--- src/hw/rtl/pcs_pkg.sv ---
package pcs_pkg;

    localparam int COORD_W         = 48;
    localparam int FRAC_BITS       = 16;
    localparam int CLIP_BOUND_LOG2 = 22;
    localparam int MAT_FRAC        = 16;
    localparam int COEF_W          = 32;
    localparam int PASS_LIMIT      = 8;
    localparam int PASS_W          = $clog2(PASS_LIMIT + 1);
    localparam int MAG_W           = COORD_W + 1;
    localparam int PROD_W          = 2 * MAG_W;
    localparam int ACC_W           = COORD_W + COEF_W + 2;
    localparam int CNT_W           = $clog2(PROD_W + 1);
    localparam int CFG_IDX_W       = 3;
    localparam int CFG_DATA_W      = COORD_W;
    localparam int REC_DEPTH       = 3;
    localparam int REC_IDX_W       = $clog2(REC_DEPTH);
    localparam int REC_CNT_W       = $clog2(REC_DEPTH + 1);

    typedef logic signed [COORD_W-1:0] t_coord;
    typedef logic signed [COEF_W-1:0]  t_coef;
    typedef logic [MAG_W-1:0]          t_mag;

    localparam t_coord CMAX   = {1'b0, {(COORD_W-1){1'b1}}};
    localparam t_coord CMIN   = {1'b1, {(COORD_W-1){1'b0}}};
    localparam t_coord BOUND  = t_coord'(1) <<< (CLIP_BOUND_LOG2 + FRAC_BITS);
    localparam t_coord NBOUND = -BOUND;
    localparam logic [FRAC_BITS-1:0] FRAC_HALF = {1'b1, {(FRAC_BITS-1){1'b0}}};

    localparam logic [CFG_IDX_W-1:0] CFG_MATRIX_XX = 3'd0;
    localparam logic [CFG_IDX_W-1:0] CFG_MATRIX_YX = 3'd1;
    localparam logic [CFG_IDX_W-1:0] CFG_MATRIX_XY = 3'd2;
    localparam logic [CFG_IDX_W-1:0] CFG_MATRIX_YY = 3'd3;
    localparam logic [CFG_IDX_W-1:0] CFG_OFFSET_X  = 3'd4;
    localparam logic [CFG_IDX_W-1:0] CFG_OFFSET_Y  = 3'd5;
    localparam logic [CFG_IDX_W-1:0] CFG_SNAP_MODE = 3'd6;

    localparam logic [1:0] SNAP_NONE  = 2'd0;
    localparam logic [1:0] SNAP_FLOOR = 2'd1;
    localparam logic [1:0] SNAP_ROUND = 2'd2;

    localparam logic [3:0] OC_LEFT   = 4'd1;
    localparam logic [3:0] OC_RIGHT  = 4'd2;
    localparam logic [3:0] OC_BOTTOM = 4'd4;
    localparam logic [3:0] OC_TOP    = 4'd8;

    localparam logic KIND_MOVE = 1'b0;
    localparam logic KIND_LINE = 1'b1;

    typedef enum logic [1:0] {
        MDU_MUL,
        MDU_DIV
    } t_mdu_op;

    typedef struct packed {
        logic    start;
        t_mdu_op op;
    } t_mdu_req;

    typedef struct packed {
        logic busy;
        logic done;
    } t_mdu_stat;

    typedef struct packed {
        logic   kind;
        t_coord x;
        t_coord y;
    } t_rec;

    typedef struct packed {
        logic   kind;
        t_coord x;
        t_coord y;
        logic   run_last;
        logic   path_done;
    } t_out_rec;

    typedef enum logic [3:0] {
        ST_IDLE,
        ST_AFF_MUL,
        ST_AFF_WAIT,
        ST_AFF_SUM,
        ST_CLIP,
        ST_INT_MUL,
        ST_INT_MWAIT,
        ST_INT_DIV,
        ST_INT_DWAIT,
        ST_INT_UPD,
        ST_CLIP_END,
        ST_SNAP,
        ST_WRAP,
        ST_EMIT
    } t_state;

    function automatic logic [3:0] outcode(t_coord x, t_coord y);
        logic [3:0] c;
        c = 4'd0;
        if (x < NBOUND) c = c | OC_LEFT;
        else if (x > BOUND) c = c | OC_RIGHT;
        if (y < NBOUND) c = c | OC_BOTTOM;
        else if (y > BOUND) c = c | OC_TOP;
        return c;
    endfunction

    function automatic t_mag abs_coord(t_coord v);
        t_mag e;
        e = t_mag'(v[COORD_W-1] ? -{v[COORD_W-1], v} : {v[COORD_W-1], v});
        return e;
    endfunction

    function automatic t_mag abs_diff(logic signed [MAG_W-1:0] d);
        return d[MAG_W-1] ? t_mag'(-d) : t_mag'(d);
    endfunction

    function automatic t_coord snap_val(t_coord v, logic [1:0] mode);
        logic [COORD_W-1:0] m;
        logic [COORD_W:0]   r;
        t_coord             res;
        m   = v[COORD_W-1] ? (~v + 1'b1) : v;
        r   = {1'b0, m} + {{(COORD_W+1-FRAC_BITS){1'b0}}, FRAC_HALF};
        r[FRAC_BITS-1:0] = '0;
        res = v;
        case (mode)
            SNAP_FLOOR: res = {v[COORD_W-1:FRAC_BITS], FRAC_HALF};
            SNAP_ROUND: begin
                if (v[COORD_W-1]) begin
                    res = ~r[COORD_W-1:0] + 1'b1;
                end else if (r > {1'b0, CMAX}) begin
                    res = {CMAX[COORD_W-1:FRAC_BITS], {FRAC_BITS{1'b0}}};
                end else begin
                    res = r[COORD_W-1:0];
                end
            end
            default: res = v;
        endcase
        return res;
    endfunction

endpackage

--- src/hw/rtl/pcs_rec_if.sv ---
interface pcs_rec_if;
    import pcs_pkg::*;
    logic   valid;
    logic   ready;
    logic   record_kind;
    t_coord record_x;
    t_coord record_y;
    logic   run_last;
    logic   path_done;

    modport source (output valid, record_kind, record_x, record_y, run_last, path_done,
                    input ready);
    modport sink   (input valid, record_kind, record_x, record_y, run_last, path_done,
                    output ready);
endinterface

--- src/hw/rtl/pcs_outreg.sv ---
// Output register: holds one record until the sink takes it.
module pcs_outreg (
    input  logic                i_clk,
    input  logic                i_rst_n,
    input  logic                i_load,
    input  pcs_pkg::t_out_rec   i_rec,
    output logic                o_free,
    pcs_rec_if.source           o_rec
);
    import pcs_pkg::*;

    logic     r_valid;
    t_out_rec r_rec;

    assign o_free = !r_valid || o_rec.ready;

    always_ff @(posedge i_clk) begin
        if (!i_rst_n) begin
            r_valid <= 1'b0;
        end else if (i_load) begin
            r_valid <= 1'b1;
        end else if (o_rec.ready) begin
            r_valid <= 1'b0;
        end
        if (i_load) r_rec <= i_rec;
    end

    assign o_rec.valid       = r_valid;
    assign o_rec.record_kind = r_rec.kind;
    assign o_rec.record_x    = r_rec.x;
    assign o_rec.record_y    = r_rec.y;
    assign o_rec.run_last    = r_rec.run_last;
    assign o_rec.path_done   = r_rec.path_done;
endmodule

--- src/flat_wrapper.sv ---
// flat-port wrapper written by rule: the top's interface ports become plain ports
module pcs_outreg_flat import pcs_pkg::*;
  (i_clk, i_rst_n, i_load, i_rec, o_free, o_rec_valid, o_rec_record_kind, o_rec_record_x, o_rec_record_y, o_rec_run_last, o_rec_path_done, o_rec_ready);
  pcs_rec_if o_rec_i ();
  input  logic i_clk;
  input  logic i_rst_n;
  input  logic i_load;
  input  pcs_pkg::t_out_rec i_rec;
  output logic o_free;
  output wire logic [$bits(o_rec_i.valid)-1:0] o_rec_valid;
  output wire logic [$bits(o_rec_i.record_kind)-1:0] o_rec_record_kind;
  output wire logic [$bits(o_rec_i.record_x)-1:0] o_rec_record_x;
  output wire logic [$bits(o_rec_i.record_y)-1:0] o_rec_record_y;
  output wire logic [$bits(o_rec_i.run_last)-1:0] o_rec_run_last;
  output wire logic [$bits(o_rec_i.path_done)-1:0] o_rec_path_done;
  input wire logic [$bits(o_rec_i.ready)-1:0] o_rec_ready;
  assign o_rec_valid = o_rec_i.valid;
  assign o_rec_record_kind = o_rec_i.record_kind;
  assign o_rec_record_x = o_rec_i.record_x;
  assign o_rec_record_y = o_rec_i.record_y;
  assign o_rec_run_last = o_rec_i.run_last;
  assign o_rec_path_done = o_rec_i.path_done;
  assign o_rec_i.ready = o_rec_ready;
  pcs_outreg u_core (.i_clk(i_clk), .i_rst_n(i_rst_n), .i_load(i_load), .i_rec(i_rec), .o_free(o_free), .o_rec(o_rec_i));
endmodule
--- config.mk ---
export PLATFORM = sky130hd
export DESIGN_NAME = pcs_outreg_flat
export DESIGN_NICKNAME = d
export VERILOG_FILES = /design/src/hw/rtl/pcs_pkg.sv /design/src/hw/rtl/pcs_rec_if.sv /design/src/hw/rtl/pcs_outreg.sv /design/src/flat_wrapper.sv
export SDC_FILE = /design/constraint.sdc
export NUM_CORES = 1
export LEC_CHECK = 0
export BUFFER_PORTS_ARGS = -buffer_cell sky130_fd_sc_hd__buf_2
export CAP_MARGIN = 20
export CORE_MARGIN = 5
export CORE_UTILIZATION = 35
export CTS_CLUSTER_SIZE = 10
export DETAILED_ROUTE_END_ITERATION = 7
export PLACE_DENSITY = 0.69
export SYNTH_ARGS = -nofsm -noshare
export SYNTH_HDL_FRONTEND = slang
export SYNTH_SLANG_ARGS = --single-unit
--- constraint.sdc ---
create_clock -name i_clk -period 1.3 [get_ports i_clk]
set_input_delay 0.195 -clock i_clk [delete_from_list [all_inputs] [get_ports i_clk]]
set_output_delay 0.195 -clock i_clk [all_outputs]
set_load 0.02 [all_outputs]
==> Yosys cells after proc, flatten, opt, wreduce, memory -nomap -nowiden <==
Index checks and enable logic that the tools add are counted.
{ "totals": {"register_bits": 100, "inputBits": 103, "out_inout_bits": 101, "word_cells": 11} }
{ "classes": {"n_mux": 2, "reduce_logical": 3} }
{ "op_table": {"columns": ["cell", "count"], "rows": [
  ["$mux 1", 2],
  ["$reduce_bool 2->1", 1],
  ["$logic_not 1->1", 1],
  ["$logic_or 1x1->1", 1]
]} }

==> Longest topological paths before layout <==
{ "logic_depth": {"ltp_word": 2, "mapped_depth": 2} }

==> Worst setup path after synthesis <==
Ideal clock, no wire load.
{ "synth_timing": {"path_kind": "flip-flop to flip-flop", "startpoint": "register u_core.o_rec.valid (netlist name)", "endpoint": "register u_core.r_valid (netlist: u_core.o_rec.valid)", "setup_ns": 0.066, "arrival_ns": 0.708, "required_time_ns": 1.234, "path_slack_ns": 0.526, "stages_incl_launch_ff": 3, "synth_period_minus_slack_ns": 0.774, "cell_sequence": "dfxtp_1 nand2b_4 a21boi_2"} }
{ "synth_lines": {"columns": ["element", "line_no", "source"], "rows": [
  ["end signal, assigned", "pcs_outreg.sv:19", "r_valid <= 1'b0;"],
  ["end signal, assigned", "pcs_outreg.sv:21", "r_valid <= 1'b1;"],
  ["end signal, assigned", "pcs_outreg.sv:23", "r_valid <= 1'b0;"],
  ["end, declared", "pcs_outreg.sv:12", "logic r_valid;"]
]} }

==> Final worst setup path <==
{ "layout_timing": {"startpoint": "register u_core.r_valid (netlist: u_core.o_rec.valid)", "endpoint": "output port o_free"} }
{ "layout_via": {"elab_chain_cells": 2} }
{ "layout_lines": {"columns": ["element", "line_no", "source"], "rows": [
  ["$logic_not 1->1", "pcs_outreg.sv:15", "assign o_free = !r_valid || o_rec.ready;"],
  ["$logic_or 1x1->1", "pcs_outreg.sv:15", null],
  ["end, declared", "flat_wrapper.sv:9", "output logic o_free;"]
]} }
Every way passes these cells.

==> results.md <==
- FF-to-FF path depth: 2
- Total GRT Usage: 14.4%
- Multi-input logic area: 25.0 um^2
- Via density: 4.16
- Flop2flop setup slack: 0.61 ns
- Hold Vio Cnt, Final: 0
- Share of the yosys chip area belonging to registers: 99.0%
- Final setup fails: 0
- Clk root buf: clkbuf_8
- Crit path required time: 1.11 ns
- Crit path max fanout: 2
- Crit start category: flop
- Net count reported at finish: 496
- CTS clk-pin slew, worst paths: 0.10 ns
- Clk buf depth: 2
- Distinct cells, synth: 5
- Post CTS Setup Buffer Count: 0
- Dpl hpwl: 5630 um
- Vias: 2090
- Final min period: 1.18 ns
- Routed Antenna Nets: 0
- Ys async rst share: 0%
- Min-Delay Path Class: input pin to flop
- Reg area: 2990 um^2
- Htree depth: 3
- Status: completed
- Synth cell count leaders: edfxtp_1 (99), a21boi_2 (1), dfxtp_1 (1), inv_1 (1), nand2b_4 (1)
- Number of clock sinks: 100
- WS Path Type: flop to primary output
- Hold path cells: 1
- Count leader, synth: edfxtp_1
- Synth area leaders: edfxtp_1 (98%), dfxtp_1 (0.66%), nand2b_4 (0.46%)
- Predominant post-synthesis flop cell: edfxtp_1
- Cts bufs inserted: 9
- WL per Instance: 16.1 um
- Initial Util: 36.4%
- Global route total overflow: 0
- Placed insts: 413
- Setup TNS: 0 ns
- Worst Setup End Kind: primary output
- Pre-Repair DR Iteration Count: 4
- Worst clock skew: 0 ns
- Full die area: 10600 um^2
- CTS tree: built
- Top cell type by total area after synthesis: edfxtp_1
- Fmax achieved: 848 MHz
- Slew HR: 78.3%
- Worst slew pin tran: 0.325 ns
- Area Overhead vs Synth: 70.4%
- First-pass GRT wire length: 11000 um
- Post-synth EDFFs: 99
- Die height: 103 um
- Row count: 33
- Power Density: 1330 nW/um^2
- Avg Inst Size Synth: 29.3 um^2
- Cell count after synthesis: 103
- Worst skew pair latency: 0.35 ns
- P_leak: 2.22 nW
- Routability cong.: 0.701
- Core outline area: 8300 um^2
- Initial drt markers: 114
- Max-slew violations: 0
- Non-Filler Instances: 503
- # fillers: 615
- Initial antenna violation count: 0
- Pin count of the biggest net entering global routing: 63
- PortBufs: 203
- Post-cts sizing count: 0
- Unrepaired setup endpoints after global routing: false
- DIE WIDTH: 103 um
- Share of the synthesized area in the top cell type: 98.4%
- #FFs+latches synth: 100
- Ports: 204
- Max Cap Violations: 0
- Syn_nets: 206
- Crit path DAT: 0.98 ns
- Mapped Area: 3020 um^2
- Synth warn: 0
- N_diodes: 0
- Number of remaining DRC errors: 0
- Share of cells above drive strength 1: 56.0%
- Final wirelength: 8110 um
- Peak VDD IR: 0.832 mV
- Final period utilization: 90.7%
- Number of global-route vias before repair: 2095
==> power by group <==
part	switching, W	internal, W	total, W
Combinational	0.000562	0.000430	0.000992
Clock	0.00105	0.000904	0.00195
Sequential	0.0000619	0.00382	0.00388
==> placed cells by master (no fill, tap or decap), drive strengths merged <==
cell and count:
a21boi 1, buf 205, bufinv 1, clkbuf 9
clkinv 2, clkinvlp 1, dfxtp 1, dlygate4sd3 74
edfxtp 99, inv 4, nand2b 1
==> final cells by class <==
cell class | count | share of cell area (%)
clock buffers | 9 | 2.41
clock inverters | 7 | 1.43
inverters | 1 | 0.0729
multi-input cells | 2 | 0.486
flip-flops and latches | 100 | 58.1
well taps | 105 | 2.55
repair buffers | 279 | 34.9
==> flip-flops by register name, summed over array words and instances, names as in the netlist <==
name,cells
u_core.o_rec.path_done,1
u_core.o_rec.record_kind,1
u_core.o_rec.record_x,48
u_core.o_rec.record_y,48
u_core.o_rec.run_last,1
u_core.o_rec.valid,1
==> timing repair <==
item                                    in CTS  in global routing
hold buffers                                47                 27
endpoints found under the setup margin       0                  0
endpoints found under the hold margin       47                 27
==> final timing paths <==
| kind | start | endpoint |
|---|---|---|
| max | u_core.o_rec.valid | o_free |
| max reg2reg | u_core.o_rec.valid | u_core.o_rec.valid |
| min reg2reg | u_core.o_rec.valid | u_core.o_rec.valid |
| min | i_rec[35] | u_core.o_rec.record_y[33] |
==> kinds of logic (layout without fill, tap and decap cells) <==
| group | Yosys count | in the layout | share of synthesized area, % |
|---|---|---|---|
| flops | 100 | 100 | 99.0 |
| compound gates | 1 | 1 | 0.373 |
| buf+inv | 1 | 296 | 0.124 |
| simple gates | 1 | 1 | 0.455 |
==> critical path, stage by stage (launching register included) <==
cell and delay, ns:
dfxtp_1 0.40, nand2b_4 0.07, buf_2 0.16
==> stage by stage <==
stage / hold WS, ns / instance area (um^2) / setup WS [ns] / power (W) / util (%)
CTS: 0.0000838 / 4880 / 0.128 / 0.00684 / 58.8
global route: -0.00589 / 5150 / 0.0700 / 0.00713 / 62.1
detailed placement: 0.373 / 4210 / 0.327 / 0.00478 / 50.7
global placement: 0.372 / 4210 / 0.336 / 0.00476 / 50.7
floorplan: 0.294 / 3020 / 0.526 / 0.00431 / -
finish: 0.0220 / 5150 / 0.121 / 0.00683 / 62.1
==> routing by layer <==
metal / up-vias / track usage, % / routed length [um]
met5: - / 0 / 0
met4: 0 / 5.68 / 61
met3: 4 / 6.83 / 1040
met2: 128 / 24.8 / 4190
met1: 965 / 15.3 / 2820
li1: 993 / - / -
No activity file was read; power rests on OpenSTA's default activity.
