$ cat src/hw/rtl/pcs_pkg.sv
package pcs_pkg;

    localparam int COORD_W         = 48;
    localparam int FRAC_BITS       = 16;
    localparam int CLIP_BOUND_LOG2 = 22;
    localparam int MAT_FRAC        = 16;
    localparam int COEF_W          = 32;
    localparam int PASS_LIMIT      = 8;
    localparam int PASS_W          = $clog2(PASS_LIMIT + 1);
    localparam int MAG_W           = COORD_W + 1;
    localparam int PROD_W          = 2 * MAG_W;
    localparam int ACC_W           = COORD_W + COEF_W + 2;
    localparam int CNT_W           = $clog2(PROD_W + 1);
    localparam int CFG_IDX_W       = 3;
    localparam int CFG_DATA_W      = COORD_W;
    localparam int REC_DEPTH       = 3;
    localparam int REC_IDX_W       = $clog2(REC_DEPTH);
    localparam int REC_CNT_W       = $clog2(REC_DEPTH + 1);

    typedef logic signed [COORD_W-1:0] t_coord;
    typedef logic signed [COEF_W-1:0]  t_coef;
    typedef logic [MAG_W-1:0]          t_mag;

    localparam t_coord CMAX   = {1'b0, {(COORD_W-1){1'b1}}};
    localparam t_coord CMIN   = {1'b1, {(COORD_W-1){1'b0}}};
    localparam t_coord BOUND  = t_coord'(1) <<< (CLIP_BOUND_LOG2 + FRAC_BITS);
    localparam t_coord NBOUND = -BOUND;
    localparam logic [FRAC_BITS-1:0] FRAC_HALF = {1'b1, {(FRAC_BITS-1){1'b0}}};

    localparam logic [CFG_IDX_W-1:0] CFG_MATRIX_XX = 3'd0;
    localparam logic [CFG_IDX_W-1:0] CFG_MATRIX_YX = 3'd1;
    localparam logic [CFG_IDX_W-1:0] CFG_MATRIX_XY = 3'd2;
    localparam logic [CFG_IDX_W-1:0] CFG_MATRIX_YY = 3'd3;
    localparam logic [CFG_IDX_W-1:0] CFG_OFFSET_X  = 3'd4;
    localparam logic [CFG_IDX_W-1:0] CFG_OFFSET_Y  = 3'd5;
    localparam logic [CFG_IDX_W-1:0] CFG_SNAP_MODE = 3'd6;

    localparam logic [1:0] SNAP_NONE  = 2'd0;
    localparam logic [1:0] SNAP_FLOOR = 2'd1;
    localparam logic [1:0] SNAP_ROUND = 2'd2;

    localparam logic [3:0] OC_LEFT   = 4'd1;
    localparam logic [3:0] OC_RIGHT  = 4'd2;
    localparam logic [3:0] OC_BOTTOM = 4'd4;
    localparam logic [3:0] OC_TOP    = 4'd8;

    localparam logic KIND_MOVE = 1'b0;
    localparam logic KIND_LINE = 1'b1;

    typedef enum logic [1:0] {
        MDU_MUL,
        MDU_DIV
    } t_mdu_op;

    typedef struct packed {
        logic    start;
        t_mdu_op op;
    } t_mdu_req;

    typedef struct packed {
        logic busy;
        logic done;
    } t_mdu_stat;

    typedef struct packed {
        logic   kind;
        t_coord x;
        t_coord y;
    } t_rec;

    typedef struct packed {
        logic   kind;
        t_coord x;
        t_coord y;
        logic   run_last;
        logic   path_done;
    } t_out_rec;

    typedef enum logic [3:0] {
        ST_IDLE,
        ST_AFF_MUL,
        ST_AFF_WAIT,
        ST_AFF_SUM,
        ST_CLIP,
        ST_INT_MUL,
        ST_INT_MWAIT,
        ST_INT_DIV,
        ST_INT_DWAIT,
        ST_INT_UPD,
        ST_CLIP_END,
        ST_SNAP,
        ST_WRAP,
        ST_EMIT
    } t_state;

    function automatic logic [3:0] outcode(t_coord x, t_coord y);
        logic [3:0] c;
        c = 4'd0;
        if (x < NBOUND) c = c | OC_LEFT;
        else if (x > BOUND) c = c | OC_RIGHT;
        if (y < NBOUND) c = c | OC_BOTTOM;
        else if (y > BOUND) c = c | OC_TOP;
        return c;
    endfunction

    function automatic t_mag abs_coord(t_coord v);
        t_mag e;
        e = t_mag'(v[COORD_W-1] ? -{v[COORD_W-1], v} : {v[COORD_W-1], v});
        return e;
    endfunction

    function automatic t_mag abs_diff(logic signed [MAG_W-1:0] d);
        return d[MAG_W-1] ? t_mag'(-d) : t_mag'(d);
    endfunction

    function automatic t_coord snap_val(t_coord v, logic [1:0] mode);
        logic [COORD_W-1:0] m;
        logic [COORD_W:0]   r;
        t_coord             res;
        m   = v[COORD_W-1] ? (~v + 1'b1) : v;
        r   = {1'b0, m} + {{(COORD_W+1-FRAC_BITS){1'b0}}, FRAC_HALF};
        r[FRAC_BITS-1:0] = '0;
        res = v;
        case (mode)
            SNAP_FLOOR: res = {v[COORD_W-1:FRAC_BITS], FRAC_HALF};
            SNAP_ROUND: begin
                if (v[COORD_W-1]) begin
                    res = ~r[COORD_W-1:0] + 1'b1;
                end else if (r > {1'b0, CMAX}) begin
                    res = {CMAX[COORD_W-1:FRAC_BITS], {FRAC_BITS{1'b0}}};
                end else begin
                    res = r[COORD_W-1:0];
                end
            end
            default: res = v;
        endcase
        return res;
    endfunction

endpackage

$ cat src/hw/rtl/pcs_mdu.sv
// Shared radix-2 unit: unsigned multiply (MAG_W steps) or restoring divide (PROD_W steps).
module pcs_mdu (
    input  logic                            i_clk,
    input  logic                            i_rst_n,
    input  pcs_pkg::t_mdu_req               i_req,
    input  logic [pcs_pkg::MAG_W-1:0]       i_a,
    input  logic [pcs_pkg::MAG_W-1:0]       i_b,
    input  logic [pcs_pkg::PROD_W-1:0]      i_n,
    output pcs_pkg::t_mdu_stat              o_stat,
    output logic [pcs_pkg::PROD_W-1:0]      o_res
);
    import pcs_pkg::*;

    logic              r_busy, n_busy;
    logic              r_done;
    t_mdu_op           r_op, n_op;
    logic [CNT_W-1:0]  r_cnt, n_cnt;
    logic [MAG_W-1:0]  r_a, n_a;
    logic [MAG_W-1:0]  r_rem, n_rem;
    logic [PROD_W-1:0] r_lo, n_lo;
    logic [PROD_W-1:0] r_acc, n_acc;
    logic [MAG_W:0]    s_sh;
    logic [MAG_W:0]    s_diff;

    assign s_sh   = {r_rem, r_lo[PROD_W-1]};
    assign s_diff = s_sh - {1'b0, r_a};

    always_comb begin
        n_busy = r_busy;
        n_op   = r_op;
        n_cnt  = r_cnt;
        n_a    = r_a;
        n_rem  = r_rem;
        n_lo   = r_lo;
        n_acc  = r_acc;
        if (i_req.start) begin
            n_busy = 1'b1;
            n_op   = i_req.op;
            n_rem  = '0;
            n_acc  = '0;
            if (i_req.op == MDU_DIV) begin
                n_a   = i_b;
                n_lo  = i_n;
                n_cnt = CNT_W'(PROD_W);
            end else begin
                n_a   = i_a;
                n_lo  = {{(PROD_W-MAG_W){1'b0}}, i_b};
                n_cnt = CNT_W'(MAG_W);
            end
        end else if (r_busy) begin
            n_cnt = r_cnt - 1'b1;
            if (r_cnt == CNT_W'(1)) n_busy = 1'b0;
            if (r_op == MDU_DIV) begin
                // remainder stays below the divisor, so MAG_W bits hold it
                if (!s_diff[MAG_W]) begin
                    n_rem = s_diff[MAG_W-1:0];
                    n_lo  = {r_lo[PROD_W-2:0], 1'b1};
                end else begin
                    n_rem = s_sh[MAG_W-1:0];
                    n_lo  = {r_lo[PROD_W-2:0], 1'b0};
                end
            end else begin
                n_acc = {r_acc[PROD_W-2:0], 1'b0} +
                        (r_lo[MAG_W-1] ? {{(PROD_W-MAG_W){1'b0}}, r_a} : '0);
                n_lo  = {r_lo[PROD_W-2:0], 1'b0};
            end
        end
    end

    always_ff @(posedge i_clk) begin
        if (!i_rst_n) begin
            r_busy <= 1'b0;
            r_done <= 1'b0;
            r_cnt  <= '0;
            r_op   <= MDU_MUL;
        end else begin
            r_busy <= n_busy;
            // result is final the cycle after the last step
            r_done <= r_busy && (r_cnt == CNT_W'(1));
            r_cnt  <= n_cnt;
            r_op   <= n_op;
        end
        r_a   <= n_a;
        r_rem <= n_rem;
        r_lo  <= n_lo;
        r_acc <= n_acc;
    end

    assign o_stat.busy = r_busy;
    assign o_stat.done = r_done;
    assign o_res       = (r_op == MDU_DIV) ? r_lo : r_acc;

    a_start_idle: assert property (@(posedge i_clk) disable iff (!i_rst_n)
        i_req.start |-> !r_busy) else $error("mdu started while busy");
    a_busy_cnt: assert property (@(posedge i_clk) disable iff (!i_rst_n)
        r_busy |-> (r_cnt != '0)) else $error("mdu busy with empty count");
    a_done_ends: assert property (@(posedge i_clk) disable iff (!i_rst_n)
        o_stat.done |-> !r_busy) else $error("mdu still busy after done");
endmodule

$ cat config.mk
export PLATFORM = sky130hd
export DESIGN_NAME = pcs_mdu
export DESIGN_NICKNAME = d
export VERILOG_FILES = /design/src/hw/rtl/pcs_pkg.sv /design/src/hw/rtl/pcs_mdu.sv
export SDC_FILE = /design/constraint.sdc
export NUM_CORES = 1
export LEC_CHECK = 0
export BUFFER_PORTS_ARGS = -buffer_cell sky130_fd_sc_hd__buf_2
export CORE_AREA = 2 2 233 235
export CTS_CLUSTER_SIZE = 14
export DETAILED_ROUTE_END_ITERATION = 16
export DIE_AREA = 0 0 235 237
export SYNTH_ARGS = -nofsm -noshare
export SYNTH_HDL_FRONTEND = slang
export SYNTH_SLANG_ARGS = --single-unit
$ cat constraint.sdc
create_clock -name i_clk -period 6.5 [get_ports i_clk]
set_input_delay 0.65 -clock i_clk [delete_from_list [all_inputs] [get_ports i_clk]]
set_output_delay 0.65 -clock i_clk [all_outputs]
set_load 0.02 [all_outputs]
# Word-level counts from Yosys, hierarchy flattened
# Cells that the tools add are included.
dict set report op_classes {
  add_sub_neg 3
  n_eq_ne 3
  muxes 15
  bitwise 1
  n_reduce_logical 4
}
# op count
set op_table {}
lappend op_table {{$mux W98} 4}
lappend op_table {{$mux W49} 3}
lappend op_table {{$add A98 B49 Y98} 1}
lappend op_table {{$sub A50 B49 Y50} 1}
lappend op_table {{$mux W7} 3}
lappend op_table {{$eq A7 B1 Y1 const B} 1}
lappend op_table {{$sub A7 B1 Y7 const B} 1}
lappend op_table {{$mux W1} 5}
lappend op_table {{$eq A2 B1 Y1 const B} 2}
lappend op_table {{$reduce_and A2 Y1} 2}
lappend op_table {{$reduce_bool A2 Y1} 1}
lappend op_table {{$logic_and A1 B1 Y1} 1}
lappend op_table {{$not A1 Y1} 1}
dict set report word_totals {
  reg_bits 305
  inputBits 201
  output_inout_bits 100
  wordCells 34
}

# Depth between registers and ports, before layout
dict set report logic_depth {
  word_depth 5
  ltp_mapped 16
  ltp_nobuf 14
}

# Least setup slack after synthesis
# OpenSTA, ideal clock, no wires.
dict set report synth_path {
  path_kind {register to register}
  start {register r_lo[48]}
  end {register r_acc[55]}
  setup_time_ps 117
  t_arrival_ps 3604
  t_required_ps 6383
  slack_ps 2778
  path_stages_with_launch 16
  path_buffers 2
  period_less_slack_ps 3722
  path_cell_list {edfxtp_1 -> inv_2 -> clkbuf_1 -> nor2_1 -> ha_1 -> fa_1 -> a21o_1 -> a2111o_1 -> a21o_1 -> and4b_1 -> o2111ai_1 -> a21oi_1 -> or2_1 -> buf_2 -> a31o_1 -> a32o_1}
}
dict set report synth_between {
  elab_chain_len 2
}
# element line
set synth_lines {}
lappend synth_lines {{start, declared} pcs_mdu.sv:20} ;# logic [PROD_W-1:0] r_lo, n_lo;
lappend synth_lines {{start signal, assigned} pcs_mdu.sv:85} ;# r_lo <= n_lo;
lappend synth_lines {{$mux W49} pcs_mdu.sv:64} ;# (r_lo[MAG_W-1] ? {{(PROD_W-MAG_W){1'b0}}, r_a} : '0);
lappend synth_lines {{$add A98 B49 Y98} pcs_mdu.sv:63} ;# n_acc = {r_acc[PROD_W-2:0], 1'b0} +
lappend synth_lines {{end signal, assigned} pcs_mdu.sv:86} ;# r_acc <= n_acc;
lappend synth_lines {{end, declared} pcs_mdu.sv:21} ;# logic [PROD_W-1:0] r_acc, n_acc;
# Every way passes these cells.
# A chain may end at the register's enable or synchronous reset.

# Worst setup path after layout
dict set report layout_path {
  start {register r_lo[48]}
  end {register r_acc[42]}
}
# Same word-level chain as after synthesis.

==> results_dict.tcl <==
set metrics [dict create \
    wl_met3_um 3701 \
    hold_class "input port to flip-flop" \
    io_pins 301 \
    postRouteAntennaNets 0 \
    post_cts_buffers 0 \
    drv_cap 0 \
    drt_iter0_markers 1514 \
    wl_per_cell_um 18.44 \
    fp.coreArea_mm2 0.05328 \
    grt_max_degree 144 \
    finalCriticalPeriod_ns 4.819 \
    synth.area.mux_share 0.006738 \
    first_pass_iters 5 \
    post_dp_cell_area_mm2 0.02276 \
    drv_slew 0 \
    comb_power_share 0.223 \
    cp-startpoint "r_lo[48]" \
    async_flop_share 0 \
    ir_drop_mv 0.1977 \
    synthToLayoutAreaGrowth_pct 14.00 \
    grt_usage 0.2343 \
    synth_cells 2806 \
    finalSetupViolations 0 \
    rsz0062_at_grt "false" \
    cts-root-buf "clkbuf_16" \
    syn-cell-area_mm2 0.02098 \
    yosys.area_share.xor_xnor 0.05009 \
    synth_ff_type "dfxtp_1" \
    fp.dieW_um 235 \
    overflow 0 \
    synth_top_family_by_area "simple AND/OR/NAND/NOR gates" \
    ys_seq_area_frac 0.3611 \
    vias 20420 \
    pwr_density_cell_mw_per_mm2 233.9 \
    cp-start-kind "flip-flop" \
    die_h_um 237 \
    clock_latency_ns 0.58 \
    n_antenna_cell 0 \
    synthSimpleGateAreaFrac 0.2514 \
    gp_congestion 0.9267 \
    post-place-ws_ns 1.801 \
    ys_ff_latch 305 \
    leakage_nw 10.37 \
    ctsHoldBuffers 0 \
    finish.utilization 0.4489 \
    syn-num-nets 3108 \
    cts_tree "done" \
    ys_warn_count 0 \
    htreeDepth 2 \
    crit_arrival_ns 5.24 \
    synth_compound_area_frac 0.2071 \
    p_int_w 0.003785 \
    clkTransAtPathRegs_ns 0.06 \
    period_share 0.7414 \
    hold_violations 0 \
    cp.required_ns 6.92 \
    finalClockSkew_ns 0.02856 \
    antenna_found_initial 1 \
    switching_share 0.3236 \
    synth_edf_count 147 \
    synthAdderAreaFrac 0.06094 \
    worstRegToRegCells 13 \
    yosysUniqueCellTypes 85 \
    cp_max_fo 50 \
    r2r-end "r_acc[42]" \
    p_clk_frac 0.363 \
    port_buffers 300 \
    final.setup.tns_ns 0 \
    drive_gt1_frac 0.1352 \
    drt_wl_total_um 68230 \
    syn_avg_cell_area_um2 7.478 \
    fin_nets 3277 \
    crit_end "r_acc[42]" \
    cts.sinks 305 \
    hold_ws_ns 0.3443 \
    path_class "flip-flop to flip-flop" \
    dieArea_mm2 0.05570 \
    grt_pass1_wl_um 106000 \
    net-switching-power_w 0.001811 \
    grt_pass1_vias 19341 \
    cts_buffers 37 \
    drc 0 \
    wl_met1_um 31660 \
    cts.path.max_buffers 3 \
    end_kind "flip-flop" \
    via_per_inst 5.519 \
    cts-resized-gates 0 \
    regToRegStartpoint "r_lo[48]" \
    rows 85 \
    hpwl_um 49980 \
    top_layer_used "met4" \
    pwr-share-seq 0.414 \
    stdcell_area_mm2 0.02392 \
    tightest_slew_ns 1.033 \
    status "finished, final reports clean" \
    initial_core_util 0.3938 \
    rrSetupSlack_ns 1.68 \
    fmax_mhz 207.5 \
    dr_wl_met2_um 31060 \
    slew_headroom 0.3104 \
    layout_setup_ws_ns 1.681 \
]
## how the worst min path moves through the flow
stage,cells past startpoint,startpoint,slack (ns),to
4_1_cts,3,i_a[46],0.32,r_a[46]
2_1_floorplan,2,r_rem[1],0.45,r_rem[1]
6_report,3,i_a[46],0.34,r_a[46]
3_3_place_gp,2,r_acc[31],0.46,r_acc[31]
5_1_grt,3,i_a[45],0.35,r_a[45]
3_5_place_dp,2,r_acc[29],0.47,r_acc[29]
## Yosys cell counts, types with 5 or more instances
library cell	count	share of area
a211oi_1	16	0.0057
a21boi_0	5	0.0018
a21o_1	47	0.017
a21oi_1	219	0.052
a311oi_1	30	0.013
a31oi_1	62	0.018
and2_1	15	0.0045
and3_1	21	0.0063
buf_1	10	0.0018
buf_2	12	0.0029
buf_4	7	0.0025
clkbuf_1	151	0.027
dfxtp_1	158	0.15
edfxtp_1	147	0.21
ha_1	99	0.059
inv_1	146	0.026
mux2i_1	13	0.0062
nand2_1	703	0.13
nand2b_1	15	0.0045
nand3_1	101	0.024
nand3b_1	6	0.0021
nand4_1	46	0.014
nor2_1	205	0.037
nor2b_1	16	0.0048
nor3_1	40	0.0095
nor4_1	10	0.0030
o2111ai_1	5	0.0021
o211ai_1	9	0.0032
o21a_1	11	0.0039
o21ai_0	214	0.051
o21bai_1	24	0.0086
o22ai_1	6	0.0018
o31ai_1	6	0.0021
or2_2	10	0.0030
or3_1	11	0.0033
xnor2_1	77	0.032
xor2_1	43	0.018
## sequential cells by signal, indices dropped and copies added, names as in the netlist
| name | flops |
|---|---|
| r_cnt | 7 |
| r_a | 49 |
| r_rem | 49 |
| r_op | 2 |
| r_busy | 1 |
| r_lo | 98 |
| r_acc | 98 |
| r_done | 1 |
## per-layer routing
metal  up-vias  global-route usage
met3        93             0.03369
met1      9656              0.3204
met4         0             0.07403
met5         -                   0
li1      10080                   -
met2       591              0.3817
## final cells by class
type | count | area, um^2
Tap cell | 696 | 870.8
Sequential cell | 305 | 7577
Inverter | 147 | 551.8
Multi-Input combinational cell | 2170 | 12130
Clock inverter | 17 | 160.2
Fill cell | 5482 | 29360
Clock buffer | 51 | 998.5
Timing Repair Buffer | 314 | 1629
## through the flow
stage,total power (W),cells
3_3_place_gp,0.003585,3632
3_5_place_dp,0.003593,3632
4_1_cts,0.005638,3700
6_report,0.005596,3700
2_1_floorplan,0.003170,2806
5_1_grt,0.005855,3700
## power groups by stage
stage                     logic (W)  registers (W)  clock network, W
after floorplan            0.000862        0.00231                 0
after global placement      0.00124        0.00235                 0
after detailed placement    0.00124        0.00235                 0
after CTS                   0.00125        0.00231           0.00208
after global routing        0.00138        0.00233           0.00214
final                       0.00125        0.00232           0.00203
## cell usage in the layout (no fill, tap or decap), types with 10 or more instances in the layout
cell and n:
clkbuf_1 12, and2_1 12, clkbuf_16 37, nand3_1 101
o21ai_0 214, xor2_1 43, xnor2_1 77, a31oi_1 62
nor3_1 40, nor2b_1 14, nand2b_1 13, ha_1 99
buf_4 13, and3_1 21, or3_1 11, buf_2 299
edfxtp_1 147, a21oi_1 219, a21o_1 47, a211oi_1 16
inv_1 145, nand4_1 46, nor4_1 10, nor2_1 205
mux2i_1 13, o21bai_1 24, nand2_1 702, o21a_1 11
dfxtp_1 158, a311oi_1 30
## cells by family after synthesis
group | after synthesis
flip-flops | 305
AND/OR/NAND/NOR | 1224
AO/OA/AOI/OAI | 711
multiplexers | 14
adder cells (fa/ha/maj) | 101
XOR/XNOR | 120
buffers and inverters | 331
## worst max-delay path: stages, from the launching register on
cell,delay [ns]
edfxtp_1,0.41
inv_2,0.76
nor2_1,0.20
ha_1,0.43
a21oi_2,0.23
o21bai_1,0.10
a2111o_1,0.42
o21ai_0,0.40
o21ai_0,0.26
a211oi_1,0.50
o21ai_0,0.28
a21boi_0,0.34
mux2i_1,0.23
a21oi_1,0.08
(Power assumes the default switching activity.)
